<file path="config.mk">
export PLATFORM = sky130hd
export DESIGN_NAME = utf8_validating_decoder
export DESIGN_NICKNAME = d
export VERILOG_FILES = /design/src/hdl/utf8vd_pkg.sv /design/src/hdl/utf8vd_front.sv /design/src/hdl/utf8vd_queue.sv /design/src/hdl/utf8vd_back.sv /design/src/hdl/utf8_validating_decoder.sv
export SDC_FILE = /design/constraint.sdc
export NUM_CORES = 1
export LEC_CHECK = 0
export CAP_MARGIN = 20
export CELL_PAD_IN_SITES_DETAIL_PLACEMENT = 0
export CELL_PAD_IN_SITES_GLOBAL_PLACEMENT = 1
export CORE_UTILIZATION = 49
export CTS_CLUSTER_DIAMETER = 150
export DETAILED_ROUTE_END_ITERATION = 12
export DONT_BUFFER_PORTS = 1
export GPL_ROUTABILITY_DRIVEN = 0
export GPL_TIMING_DRIVEN = 0
export PLACE_DENSITY = 0.8
export SYNTH_ARGS = -nofsm -noshare
export SYNTH_HDL_FRONTEND = slang
export SYNTH_SLANG_ARGS = --single-unit
</file>
<file path="constraint.sdc">
create_clock -name clk -period 5 [get_ports clk]
set_clock_uncertainty 0.05 [all_clocks]
set_input_delay 1 -clock clk [delete_from_list [all_inputs] [get_ports clk]]
set_output_delay 1 -clock clk [all_outputs]
set_load 0.01 [all_outputs]
</file>
<file path="src/hdl/utf8vd_pkg.sv">
// Shared constants and types for the UTF-8 validating decoder.
`timescale 1ns / 1ps
package utf8vd_pkg;

  localparam int OFFSET_BITS_DEF = 32;
  localparam int QUEUE_DEPTH_DEF = 4;

  localparam int BYTE_W   = 8;
  localparam int SCALAR_W = 21;
  localparam int LEAD_W   = 32;
  localparam int OUT_TDATA_W = ((SCALAR_W + LEAD_W + 7) / 8) * 8;

  localparam logic [SCALAR_W-1:0] REPL_CHAR  = 21'h00FFFD;
  localparam logic [SCALAR_W-1:0] MAX_SCALAR = 21'h10FFFF;
  localparam logic [SCALAR_W-1:0] SURR_LO    = 21'h00D800;
  localparam logic [SCALAR_W-1:0] SURR_HI    = 21'h00DFFF;
  localparam logic [SCALAR_W-1:0] MIN_TWO    = 21'h000080;
  localparam logic [SCALAR_W-1:0] MIN_THREE  = 21'h000800;
  localparam logic [SCALAR_W-1:0] MIN_FOUR   = 21'h010000;

  localparam logic [BYTE_W-1:0] LEAD2_LO = 8'hC2;
  localparam logic [BYTE_W-1:0] LEAD2_HI = 8'hDF;
  localparam logic [BYTE_W-1:0] LEAD3_LO = 8'hE0;
  localparam logic [BYTE_W-1:0] LEAD3_HI = 8'hEF;
  localparam logic [BYTE_W-1:0] LEAD4_LO = 8'hF0;
  localparam logic [BYTE_W-1:0] LEAD4_HI = 8'hF4;

  // One queued job: replacement run followed by an optional single result.
  typedef struct packed {
    logic [2:0]          rep_cnt;
    logic                tail_vld;
    logic                tail_repl;
    logic [SCALAR_W-1:0] tail_val;
  } job_ctl_t;

  localparam int JOB_CTL_W = $bits(job_ctl_t);

endpackage

</file>
<file path="src/hdl/utf8vd_front.sv">
// Front end: accepts bytes, tracks the open sequence and forms result jobs.
`timescale 1ns / 1ps
module utf8vd_front #(
  parameter int OFFSET_BITS = utf8vd_pkg::OFFSET_BITS_DEF
) (
  input  logic                            clk,
  input  logic                            rst_n,
  input  logic                            in_acc,
  input  logic [utf8vd_pkg::BYTE_W-1:0]   text_byte,
  input  logic                            final_byte,
  output logic                            job_push,
  output utf8vd_pkg::job_ctl_t            job_ctl,
  output logic [OFFSET_BITS-1:0]          job_rep_start,
  output logic [OFFSET_BITS-1:0]          job_tail_off
);
  import utf8vd_pkg::*;

  logic [SCALAR_W-1:0]    partial_r, partial_nxt;
  logic [1:0]             need_r, need_nxt;
  logic [1:0]             len_r, len_nxt;
  logic [OFFSET_BITS-1:0] start_r, start_nxt;
  logic [OFFSET_BITS-1:0] pos_r, pos_nxt;

  logic                is_cont;
  logic [SCALAR_W-1:0] cat_val;
  logic [SCALAR_W-1:0] min_val;
  logic                bad_val;
  logic                lead_ascii;
  logic                lead_multi;
  logic [1:0]          lead_cnt;
  logic [SCALAR_W-1:0] lead_bits;
  logic                do_lead;
  logic [1:0]          need_dec;

  always_comb begin
    lead_ascii = (text_byte[7] == 1'b0);
    lead_multi = 1'b1;
    lead_cnt   = 2'd0;
    lead_bits  = '0;
    priority if (text_byte >= LEAD2_LO && text_byte <= LEAD2_HI) begin
      lead_cnt  = 2'd1;
      lead_bits = {16'b0, text_byte[4:0]};
    end else if (text_byte >= LEAD3_LO && text_byte <= LEAD3_HI) begin
      lead_cnt  = 2'd2;
      lead_bits = {17'b0, text_byte[3:0]};
    end else if (text_byte >= LEAD4_LO && text_byte <= LEAD4_HI) begin
      lead_cnt  = 2'd3;
      lead_bits = {18'b0, text_byte[2:0]};
    end else begin
      lead_multi = 1'b0;
    end
  end

  assign is_cont  = (text_byte[7:6] == 2'b10);
  assign cat_val  = {partial_r[SCALAR_W-7:0], text_byte[5:0]};
  assign need_dec = need_r - 2'd1;

  always_comb begin
    unique case (len_r)
      2'd1:    min_val = MIN_TWO;
      2'd2:    min_val = MIN_THREE;
      default: min_val = MIN_FOUR;
    endcase
  end

  assign bad_val = (cat_val < min_val) || (cat_val > MAX_SCALAR) ||
                   (cat_val >= SURR_LO && cat_val <= SURR_HI);

  always_comb begin
    partial_nxt = partial_r;
    need_nxt    = need_r;
    len_nxt     = len_r;
    start_nxt   = start_r;
    pos_nxt     = pos_r;
    job_ctl     = '0;
    job_tail_off = pos_r;
    do_lead     = 1'b0;

    if (need_r == 2'd0) begin
      do_lead = 1'b1;
    end else if (is_cont) begin
      partial_nxt = cat_val;
      need_nxt    = need_dec;
      if (need_dec == 2'd0) begin
        if (bad_val) begin
          job_ctl.rep_cnt = 3'd1 + {1'b0, len_r};
        end else begin
          job_ctl.tail_vld = 1'b1;
          job_ctl.tail_val = cat_val;
          job_tail_off     = start_r;
        end
        partial_nxt = '0;
        len_nxt     = 2'd0;
      end else if (final_byte) begin
        job_ctl.rep_cnt = 3'd1 + {1'b0, len_r - need_dec};
      end
    end else begin
      job_ctl.rep_cnt = 3'd1 + {1'b0, len_r - need_r};
      partial_nxt     = '0;
      need_nxt        = 2'd0;
      len_nxt         = 2'd0;
      do_lead         = 1'b1;
    end

    if (do_lead) begin
      priority if (lead_ascii) begin
        job_ctl.tail_vld = 1'b1;
        job_ctl.tail_val = {13'b0, text_byte};
      end else if (lead_multi && !final_byte) begin
        partial_nxt = lead_bits;
        need_nxt    = lead_cnt;
        len_nxt     = lead_cnt;
        start_nxt   = pos_r;
      end else begin
        job_ctl.tail_vld  = 1'b1;
        job_ctl.tail_repl = 1'b1;
        job_ctl.tail_val  = REPL_CHAR;
      end
    end

    if (final_byte) begin
      partial_nxt = '0;
      need_nxt    = 2'd0;
      len_nxt     = 2'd0;
      pos_nxt     = '0;
    end else begin
      pos_nxt = pos_r + 1'b1;
    end
  end

  assign job_rep_start = start_r;
  assign job_push      = in_acc && (job_ctl.rep_cnt != 3'd0 || job_ctl.tail_vld);

  always_ff @(posedge clk) begin
    if (!rst_n) begin
      partial_r <= '0;
      need_r    <= 2'd0;
      len_r     <= 2'd0;
      start_r   <= '0;
      pos_r     <= '0;
    end else if (in_acc) begin
      partial_r <= partial_nxt;
      need_r    <= need_nxt;
      len_r     <= len_nxt;
      start_r   <= start_nxt;
      pos_r     <= pos_nxt;
    end
  end

endmodule

</file>
<file path="src/hdl/utf8vd_queue.sv">
// Job queue between the front end and the result sequencer.
`timescale 1ns / 1ps
module utf8vd_queue #(
  parameter int DATA_W = 8,
  parameter int DEPTH  = utf8vd_pkg::QUEUE_DEPTH_DEF
) (
  input  logic              clk,
  input  logic              rst_n,
  input  logic              push,
  input  logic [DATA_W-1:0] wr_data,
  input  logic              pop,
  output logic [DATA_W-1:0] rd_data,
  output logic              full,
  output logic              not_empty
);
  localparam int PTR_W = (DEPTH > 1) ? $clog2(DEPTH) : 1;
  localparam int CNT_W = $clog2(DEPTH + 1);
  localparam logic [PTR_W-1:0] LAST_PTR = PTR_W'(DEPTH - 1);
  localparam logic [CNT_W-1:0] FULL_CNT = CNT_W'(DEPTH);

  logic [DATA_W-1:0] mem_r [DEPTH];
  logic [PTR_W-1:0]  wr_ptr_r, wr_ptr_nxt;
  logic [PTR_W-1:0]  rd_ptr_r, rd_ptr_nxt;
  logic [CNT_W-1:0]  cnt_r, cnt_nxt;

  assign full      = (cnt_r == FULL_CNT);
  assign not_empty = (cnt_r != '0);
  assign rd_data   = mem_r[rd_ptr_r];

  always_comb begin
    wr_ptr_nxt = wr_ptr_r;
    rd_ptr_nxt = rd_ptr_r;
    cnt_nxt    = cnt_r;
    if (push) begin
      wr_ptr_nxt = (wr_ptr_r == LAST_PTR) ? '0 : wr_ptr_r + 1'b1;
    end
    if (pop) begin
      rd_ptr_nxt = (rd_ptr_r == LAST_PTR) ? '0 : rd_ptr_r + 1'b1;
    end
    unique case ({push, pop})
      2'b10:   cnt_nxt = cnt_r + 1'b1;
      2'b01:   cnt_nxt = cnt_r - 1'b1;
      default: cnt_nxt = cnt_r;
    endcase
  end

  always_ff @(posedge clk) begin
    if (push) begin
      mem_r[wr_ptr_r] <= wr_data;
    end
  end

  always_ff @(posedge clk) begin
    if (!rst_n) begin
      wr_ptr_r <= '0;
      rd_ptr_r <= '0;
      cnt_r    <= '0;
    end else begin
      wr_ptr_r <= wr_ptr_nxt;
      rd_ptr_r <= rd_ptr_nxt;
      cnt_r    <= cnt_nxt;
    end
  end

endmodule

</file>
<file path="src/hdl/utf8vd_back.sv">
// Back end: expands queued jobs into results, one per cycle while res_ready is high, into the output register.
`timescale 1ns / 1ps
module utf8vd_back #(
  parameter int OFFSET_BITS = utf8vd_pkg::OFFSET_BITS_DEF
) (
  input  logic                               clk,
  input  logic                               rst_n,
  input  logic                               job_avail,
  input  utf8vd_pkg::job_ctl_t               job_ctl,
  input  logic [OFFSET_BITS-1:0]             job_rep_start,
  input  logic [OFFSET_BITS-1:0]             job_tail_off,
  output logic                               job_pop,
  output logic                               res_valid,
  input  logic                               res_ready,
  output logic [utf8vd_pkg::SCALAR_W-1:0]    res_scalar,
  output logic [utf8vd_pkg::LEAD_W-1:0]      res_offset,
  output logic                               res_repl,
  output logic                               res_last
);
  import utf8vd_pkg::*;

  logic [1:0]             idx_r, idx_nxt;
  logic                   valid_r, valid_nxt;
  logic [SCALAR_W-1:0]    scalar_r;
  logic [LEAD_W-1:0]      offset_r;
  logic                   repl_r;
  logic                   last_r;

  logic                       load;
  logic [2:0]                 res_cnt;
  logic                       is_rep;
  logic                       is_last;
  logic [OFFSET_BITS-1:0]     rep_off;
  logic [OFFSET_BITS-1:0]     sel_off;
  logic [OFFSET_BITS+LEAD_W-1:0] off_ext;
  logic [SCALAR_W-1:0]        sel_scalar;
  logic                       sel_repl;

  assign load    = job_avail && (!valid_r || res_ready);
  assign res_cnt = job_ctl.rep_cnt + {2'b0, job_ctl.tail_vld};
  assign is_rep  = ({1'b0, idx_r} < job_ctl.rep_cnt);
  assign is_last = ({1'b0, idx_r} + 3'd1 == res_cnt);
  assign rep_off = job_rep_start + {{(OFFSET_BITS-2){1'b0}}, idx_r};
  assign sel_off = is_rep ? rep_off : job_tail_off;
  assign off_ext = {{LEAD_W{1'b0}}, sel_off};
  assign sel_scalar = is_rep ? REPL_CHAR : job_ctl.tail_val;
  assign sel_repl   = is_rep ? 1'b1 : job_ctl.tail_repl;
  assign job_pop    = load && is_last;

  always_comb begin
    idx_nxt   = idx_r;
    valid_nxt = valid_r;
    if (load) begin
      idx_nxt   = is_last ? 2'd0 : idx_r + 2'd1;
      valid_nxt = 1'b1;
    end else if (res_ready) begin
      valid_nxt = 1'b0;
    end
  end

  always_ff @(posedge clk) begin
    if (!rst_n) begin
      idx_r   <= 2'd0;
      valid_r <= 1'b0;
    end else begin
      idx_r   <= idx_nxt;
      valid_r <= valid_nxt;
    end
  end

  always_ff @(posedge clk) begin
    if (load) begin
      scalar_r <= sel_scalar;
      offset_r <= off_ext[LEAD_W-1:0];
      repl_r   <= sel_repl;
      last_r   <= is_last;
    end
  end

  assign res_valid  = valid_r;
  assign res_scalar = scalar_r;
  assign res_offset = offset_r;
  assign res_repl   = repl_r;
  assign res_last   = last_r;

endmodule

</file>
<file path="src/hdl/utf8_validating_decoder.sv">
// Top level of the streaming validating UTF-8 decoder.
//
// Input stream: one text byte per item in in_tdata[7:0]; in_tlast marks the
// final byte of a text, after which the byte offset restarts at zero.
// Output stream: one decoded scalar per item; out_tuser is set when the scalar
// is a U+FFFD replacement for malformed input, out_tlast on the last result
// caused by an input byte. A byte that leaves a sequence open gives nothing.
// Path: a byte's job is written into the job queue when the byte is accepted,
// and its results then pass through the output register.
// Throughput: one byte per cycle while each byte gives at most one result,
// as for well-formed text, and out_tready stays high. A byte giving more than
// one result (up to four) holds the result sequencer while it emits them; the
// job queue of QUEUE_DEPTH entries absorbs such bursts before in_tready drops.
// Reset: clears the open sequence, the byte offset, the job queue and the
// output register; in_tready is high in the first cycle after reset.
// Stall: while out_tready is low the output item holds, the queue fills and
// then in_tready falls until results are taken again.
`timescale 1ns / 1ps
module utf8_validating_decoder #(
  parameter int OFFSET_BITS = utf8vd_pkg::OFFSET_BITS_DEF,
  parameter int QUEUE_DEPTH = utf8vd_pkg::QUEUE_DEPTH_DEF
) (
  input  logic                                 clk,
  input  logic                                 rst_n,
  input  logic                                 in_tvalid,
  output logic                                 in_tready,
  input  logic [7:0]                           in_tdata,   // [7:0] text_byte
  input  logic                                 in_tlast,   // final_byte
  output logic                                 out_tvalid,
  input  logic                                 out_tready,
  output logic [utf8vd_pkg::OUT_TDATA_W-1:0]   out_tdata,  // [20:0] scalar_value,
                                                           // [52:21] lead_offset
  output logic                                 out_tuser,  // was_replaced
  output logic                                 out_tlast   // end_of_run
);
  import utf8vd_pkg::*;

  localparam int JOB_W = JOB_CTL_W + 2 * OFFSET_BITS;

  logic                   in_acc;
  logic                   job_push;
  job_ctl_t               push_ctl;
  logic [OFFSET_BITS-1:0] push_rep_start;
  logic [OFFSET_BITS-1:0] push_tail_off;
  logic                   q_full;
  logic                   q_not_empty;
  logic                   job_pop;
  logic [JOB_W-1:0]       q_rd_data;
  job_ctl_t               head_ctl;
  logic [OFFSET_BITS-1:0] head_rep_start;
  logic [OFFSET_BITS-1:0] head_tail_off;
  logic [SCALAR_W-1:0]    res_scalar;
  logic [LEAD_W-1:0]      res_offset;

  assign in_tready = !q_full;
  assign in_acc    = in_tvalid && in_tready;

  utf8vd_front #(
    .OFFSET_BITS (OFFSET_BITS)
  ) u_front (
    .clk           (clk),
    .rst_n         (rst_n),
    .in_acc        (in_acc),
    .text_byte     (in_tdata),
    .final_byte    (in_tlast),
    .job_push      (job_push),
    .job_ctl       (push_ctl),
    .job_rep_start (push_rep_start),
    .job_tail_off  (push_tail_off)
  );

  utf8vd_queue #(
    .DATA_W (JOB_W),
    .DEPTH  (QUEUE_DEPTH)
  ) u_queue (
    .clk       (clk),
    .rst_n     (rst_n),
    .push      (job_push),
    .wr_data   ({push_ctl, push_rep_start, push_tail_off}),
    .pop       (job_pop),
    .rd_data   (q_rd_data),
    .full      (q_full),
    .not_empty (q_not_empty)
  );

  assign {head_ctl, head_rep_start, head_tail_off} = q_rd_data;

  utf8vd_back #(
    .OFFSET_BITS (OFFSET_BITS)
  ) u_back (
    .clk           (clk),
    .rst_n         (rst_n),
    .job_avail     (q_not_empty),
    .job_ctl       (head_ctl),
    .job_rep_start (head_rep_start),
    .job_tail_off  (head_tail_off),
    .job_pop       (job_pop),
    .res_valid     (out_tvalid),
    .res_ready     (out_tready),
    .res_scalar    (res_scalar),
    .res_offset    (res_offset),
    .res_repl      (out_tuser),
    .res_last      (out_tlast)
  );

  assign out_tdata = {{(OUT_TDATA_W - SCALAR_W - LEAD_W){1'b0}}, res_offset, res_scalar};

endmodule

</file>
# Yosys cells after proc, flatten, opt, wreduce, memory -nomap -nowiden

Memories as Yosys holds them, arrays and structs flattened. A register that Yosys moved wholly into a read port is not among the register bits.
Cells that the tools add are included.

Output and inout port bits: 60
Word-level logic and storage cells: 138
Memory bits (writable): 360
Memories: 1
Flip-flop bits (word level): 154

Memories:

| name          | words | width | rd ports | clocked after Yosys merged registers in | write ports | RTL line           | text |
|---|---|---|---|---|---|---|---|
| u_queue.mem_r | 4     | 90    | 1        | 1                                       | 1           | utf8vd_queue.sv:21 | `logic [DATA_W-1:0] mem_r [DEPTH];` |

Add/sub/neg operators: 15
Reduce and logical (&&, ||, !) cells: 23
Eq/ne operators: 9
Magnitude comparators: 11
Multiplexer cells: 65

Operators by type and width:

| cell                                                                               | count |
|---|---|
| 21-bit 2-to-1 mux                                                                  | 14 |
| 32-bit 2-to-1 mux                                                                  | 6 |
| 23-bit 2-to-1 mux                                                                  | 2 |
| 2-bit 2-to-1 mux                                                                   | 21 |
| 17-bit one-hot mux with 2 select lines                                             | 1 |
| 32-bit by 1-bit adder with 32-bit output, second input constant                    | 1 |
| 32-bit by 2-bit adder with 32-bit output                                           | 1 |
| 8-bit >= comparator, second input constant                                         | 3 |
| 8-bit less-or-equal comparator, second input constant                              | 3 |
| 21-bit by 16-bit >= comparator with 1-bit output, second input constant            | 1 |
| 21-bit greater-than comparator, second input constant                              | 1 |
| 21-bit by 16-bit less-or-equal comparator with 1-bit output, second input constant | 1 |
| 21-bit by 17-bit < comparator with 1-bit output                                    | 1 |
| 3-bit 2-to-1 mux                                                                   | 5 |
| 1-bit 2-to-1 mux                                                                   | 14 |
| 2-bit equality test, second input constant                                         | 5 |
| 1-bit by 2-bit adder with 3-bit output, first input constant                       | 3 |
| 1-bit logical AND                                                                  | 9 |
| 2-bit by 1-bit adder with 2-bit output, second input constant                      | 3 |
| 3-bit one-hot mux with 2 select lines                                              | 1 |
| 3-bit nonzero test                                                                 | 2 |
| 2-bit by 1-bit equality test with 1-bit output, second input constant              | 2 |
| 2-bit zero test                                                                    | 2 |
| 1-bit logical OR                                                                   | 4 |
| 13 further kinds                                                                   | 17 |

# Logic depth before layout (Yosys ltp)

Depth in word-level cells: 16
Mapped depth: 19
Gate-level depth less buffers: 16

# By module

From an unflattened synthesis, not the netlist that was laid out.

Cell total of the unflattened synthesis: 1,307
Area, all modules: 21,010.2 µm²

Modules (own cells, without submodules):

| module                  | times used | area each (µm²) | cells each |
|---|---|---|---|
| utf8vd_queue            | 1          | 13,534.2        | 513 |
| utf8vd_front            | 1          | 4,394.2         | 515 |
| utf8vd_back             | 1          | 3,045.4         | 273 |
| utf8_validating_decoder | 1          | 36.3            | 6 |

# Worst setup path after synthesis

OpenSTA, ideal clock, no wires.

Path kind: input to register
From: input in_tdata[7]
To: memory u_queue.mem_r[0][0] (netlist name), enable pin
Library setup time: 0.459 ns
Slack: 0.086 ns
Arrival time: 4.405 ns
Stages: 7
Buffers on the path: 1
Cells stage by stage: buf_2 nor2b_1 nor2_1 a311o_1 a311o_1 nand3_1 and2_1

Word-level cells in the longest chain between the ends: 13
Elaborated cells on any way between the ends: 27
Classes of those cells: order compare: 6; eq/ne: 1; mux: 13; reduce/logical: 7

Ends and longest elaborated chain:

| element                                                               | RTL line                      | text |
|---|---|---|
| from (decl)                                                           | utf8_validating_decoder.sv:27 | `input logic [7:0] in_tdata,` |
| 8-bit >= comparator or 8-bit less-or-equal comparator (tied branches) | utf8vd_front.sv:46            | `end else if (text_byte >= LEAD4_LO && text_byte <= LEAD4_HI) begin` |
| 1-bit logical AND                                                     | utf8vd_front.sv:46            |  |
| 1-bit 2-to-1 mux                                                      | utf8vd_front.sv:46            |  |
| 1-bit 2-to-1 mux                                                      | utf8vd_front.sv:43            | `end else if (text_byte >= LEAD3_LO && text_byte <= LEAD3_HI) begin` |
| 1-bit 2-to-1 mux                                                      | utf8vd_front.sv:40            | `priority if (text_byte >= LEAD2_LO && text_byte <= LEAD2_HI) begin` |
| 1-bit logical AND                                                     | utf8vd_front.sv:109           | `end else if (lead_multi && !final_byte) begin` |
| 23-bit 2-to-1 mux                                                     | utf8vd_front.sv:109           |  |
| 1-bit 2-to-1 mux                                                      | utf8vd_front.sv:106           | `priority if (lead_ascii) begin` |
| 23-bit 2-to-1 mux                                                     | utf8vd_front.sv:105           | `if (do_lead) begin` |
| 1-bit logical OR *                                                    | utf8vd_front.sv:132           | `assign job_push = in_acc && (job_ctl.rep_cnt != 3'd0 \|\| job_ctl.tail_vld);` |
| 1-bit logical AND *                                                   | utf8vd_front.sv:132           |  |
| 1-bit 2-to-1 mux *                                                    | utf8vd_queue.sv:48            | `if (push) begin` |
| 1-bit 2-to-1 mux (implied by the code) *                              | utf8vd_queue.sv:49            | `mem_r[wr_ptr_r] <= wr_data;` |
| to (decl)                                                             | utf8vd_queue.sv:21            |  |

Every way passes the cells marked *; elsewhere a longest branch is shown, timed or not.

==> qor.csv <==
stage,metric,value,unit
clocking,numCtsBuffers,50,
final_layout,finalNetCount,1439,
critical_path,timing_worst_setup_path_type,flop to flop,
routing,vias,11400,
final_layout,areaGrowthSynthToFinish,11.7,%
floorplan,die-height,210,um
routing,finalWirelength,44200,um
routing,vias_per_cell,5.65,
synthesis,async_flop_share,0,
synthesis,synth_edf_count,415,
synthesis,syn_area_per_cell,15.8,sq um
grt,initial_antenna_violation_count,0,
floorplan,x_dimension_of_the_die,210,um
power_and_ir_drop,power.switching_fraction,0.278,
final_layout,layout_commonest_cell,edfxtp_1,
sta,worstMarginPinSlew,0.956,ns
power_and_ir_drop,vdd_drop_max,0.000294,V
sta,timing.final.crit_period,4.64,ns
power_and_ir_drop,leakage,7.64,nW
clocking,clk_pin_slew,0.06,ns
run_status,run_status,"complete, no violations",
sta,slew_viol_final,0,
clocking,cts_htree_levels,2,
final_layout,antenna_cells,0,
grt,wire_length_of_the_first_global_routing_pass,67100,um
routing,drt-wirelength-per-cell,21.9,um
floorplan,total_die_area,0.0440,sq mm
synthesis,synth.top_cells.by_area,"edfxtp_1 (59%), mux4_2 (9.6%), dfxtp_1 (9.0%)",
critical_path,critPathCaptureType,flop,
final_layout,final.fill_count,3269,
floorplan,top_level_ports,73,
power_and_ir_drop,power.sequential.fraction,0.493,
placed_design,io_buffer_count,0,
floorplan,fp.coreArea,0.0423,sq mm
synthesis,synth-seq-area-share,0.679,
clocking,clockRootBuffer,clkbuf_16,
sta,rsz0062_at_grt,false,
clocking,clk_path_buf_depth,3,
sta,timing_hold_violations_final,0,
power_and_ir_drop,switching_power,0.00310,W
sta,finalSetupViolations,0,
clocking,cts.sink_count,510,
final_layout,drive_gt1_frac,0.181,
floorplan,number_of_core_rows,75,
sta,postLayoutSetupSlackWorst,0.365,ns
final_layout,final_core_util,0.559,
hold_path,hp-class,flop to flop,
grt,grt_residual_overflow,0,
sta,post_route_clock_period_utilization,0.927,
critical_path,critical_path_arrival,5.11,ns
synthesis,post-synth-top-area-cell,edfxtp_1,
floorplan,initial_core_util,0.500,
clocking,clock_latency,0.61,ns
synthesis,ys_seq_elements,510,
grt,grt_pass1_vias,11300,
sta,max_slew_margin,0.363,
clocking,cts.repair_timing.setup_buffer_count,0,
job,max_cap_violations,0,
power_and_ir_drop,power.density,471,mW/mm^2
grt,grt_start_max_net_pins,51,
synthesis,postSynthCellCount,1342,
final_layout,most_frequent_cells_in_the_layout,"edfxtp_1 (415), nand2_1 (142), dfxtp_1 (95)",
placed_design,detailedPlacementHpwl,28800,um
synthesis,postSynth.topFlopCell,edfxtp_1,
synthesis,synth_warnings,0,
power_and_ir_drop,share_comb_of_total_power,0.179,
sta,max_clock_freq,216,MHz
routing,drc_errors,0,
power_and_ir_drop,power_frac_clock,0.328,
critical_path,crit_start_category,flop,
power_and_ir_drop,internal_power,0.00804,W
critical_path,worst-endpoint-required,5.48,ns
routing,detail-route-antenna-nets,0,
routing,dr.pass1.iters,5,
synthesis,post-synth-top-area-fraction,0.589,
routing,drt_iter0_markers,944,
placed_design,place_ws,-0.682,ns
synthesis,post_synth_num_cell_types,66,
clocking,tritoncts,yes,
grt,grt.total_usage,0.204,
critical_path,crit_fanout,19,
synthesis,synth.cell_area,0.0212,sq mm
==> metrics by stage <==
| step | cells | TNS [ns] | hold slack [ns] | area, sq um | total power, W |
|---|---|---|---|---|---|
| 6_report | 2019 | 0 | 0.450 | 23700 | 0.0111 |
| 5_1_grt | 2019 | 0 | 0.480 | 23700 | 0.0116 |
| 4_1_cts | 2020 | 0 | 0.451 | 23700 | 0.0113 |
| 3_5_place_dp | 1928 | -18.83 | 0.448 | 22100 | 0.00762 |
| 3_3_place_gp | 1921 | -669.15 | 0.439 | 21900 | 0.00760 |
| 2_1_floorplan | 1344 | 0 | 0.413 | 21200 | 0.00695 |
==> final timing paths <==
path                                        from                  endpoint  slack [ns]  depth (start not counted)
worst max-delay path                        flop          u_queue.cnt_r[2]        0.36                         17
worst min-delay path            u_front.pos_r[4]  u_front.job_rep_start[4]        0.45                          2
worst min register to register  u_front.pos_r[4]  u_front.job_rep_start[4]        0.45                          2
worst max register to register              flop          u_queue.cnt_r[2]        0.36                         17
==> synthesized netlist by cell type (all sizes together), types with 8 or more instances <==
master    n
a21boi   39
a21o     19
a21oi    13
a22oi    16
and2     27
and3      9
buf      34
clkbuf   36
dfxtp    95
edfxtp  415
ha       24
inv      27
mux2     29
mux4     90
nand2   142
nand2b   21
nand3    16
nand4    24
nor2     46
nor2b    22
nor3     16
nor4      8
o21ai    56
or3      10
xnor2    27
xor2     38
==> sequential cells by signal (all words and copies together) (netlist names), 3 cells and up, named ones only <==
signal and count:
u_queue.mem_r 360, u_back.res_offset 32, u_front.job_rep_start 32, u_front.pos_r 32, u_back.res_scalar 21, u_front.partial_r 15
u_queue.cnt_r 3
==> final cells by class <==
type | instances | area [sq um] | share of cell area
Inverter | 27 | 101 | 0.00429
Sequential cell | 510 | 14400 | 0.607
Multi-Input combinational cell | 737 | 6340 | 0.268
Timing Repair Buffer | 7 | 155 | 0.00656
Buffer | 67 | 370 | 0.0157
Clock inverter | 28 | 246 | 0.0104
Tap cell | 577 | 722 | 0.0305
Clock buffer | 66 | 1350 | 0.0571
==> worst max-delay path: stages (launching register included) <==
cell and delay, ns:
dfxtp_1 0.32, buf_6 0.21, buf_12 0.19, buf_6 0.20, buf_4 0.44, mux4_2 0.58
ha_1 0.22, ha_1 0.28, xor2_1 0.16, nor3_2 0.34, nand2_1 0.18, inv_1 0.11
ha_1 0.18, inv_1 0.06, fa_1 0.37, xor2_1 0.16, or3_1 0.30, a21boi_0 0.16
==> power groups by stage <==
stage                     logic (W)  clock network (W)  registers, W
after floorplan             0.00139                  0       0.00557
after global placement      0.00195                  0       0.00565
after detailed placement    0.00203                  0       0.00559
after CTS                   0.00204            0.00372       0.00550
after global routing        0.00218            0.00386       0.00554
final                       0.00199            0.00365       0.00549
==> cells by family (layout without fill, tap and decap cells) <==
kind of cell	Yosys count	after routing	share of synthesized area
DFF	510	510	0.679
muxes	124	124	0.118
xor gates and xnor gates	65	65	0.0269
adders and majority gates	26	26	0.0161
and+or+nand+nor	356	356	0.0863
other	1	3	0.000177
AOI/OAI and AO/OA	163	163	0.0511
buffers and inverters	97	195	0.0228
==> metal layers <==
metal,part of all wire,global-route usage
met5,0,0
met2,0.48,0.330
met1,0.45,0.287
met4,0.021,0.0546
met3,0.052,0.0335
==> timing repair <==
action	in CTS	in global routing
endpoints found under the setup margin	50	6
resized for setup	2	0
hold buffers	0	0
Power figures use the tool's default switching activity.
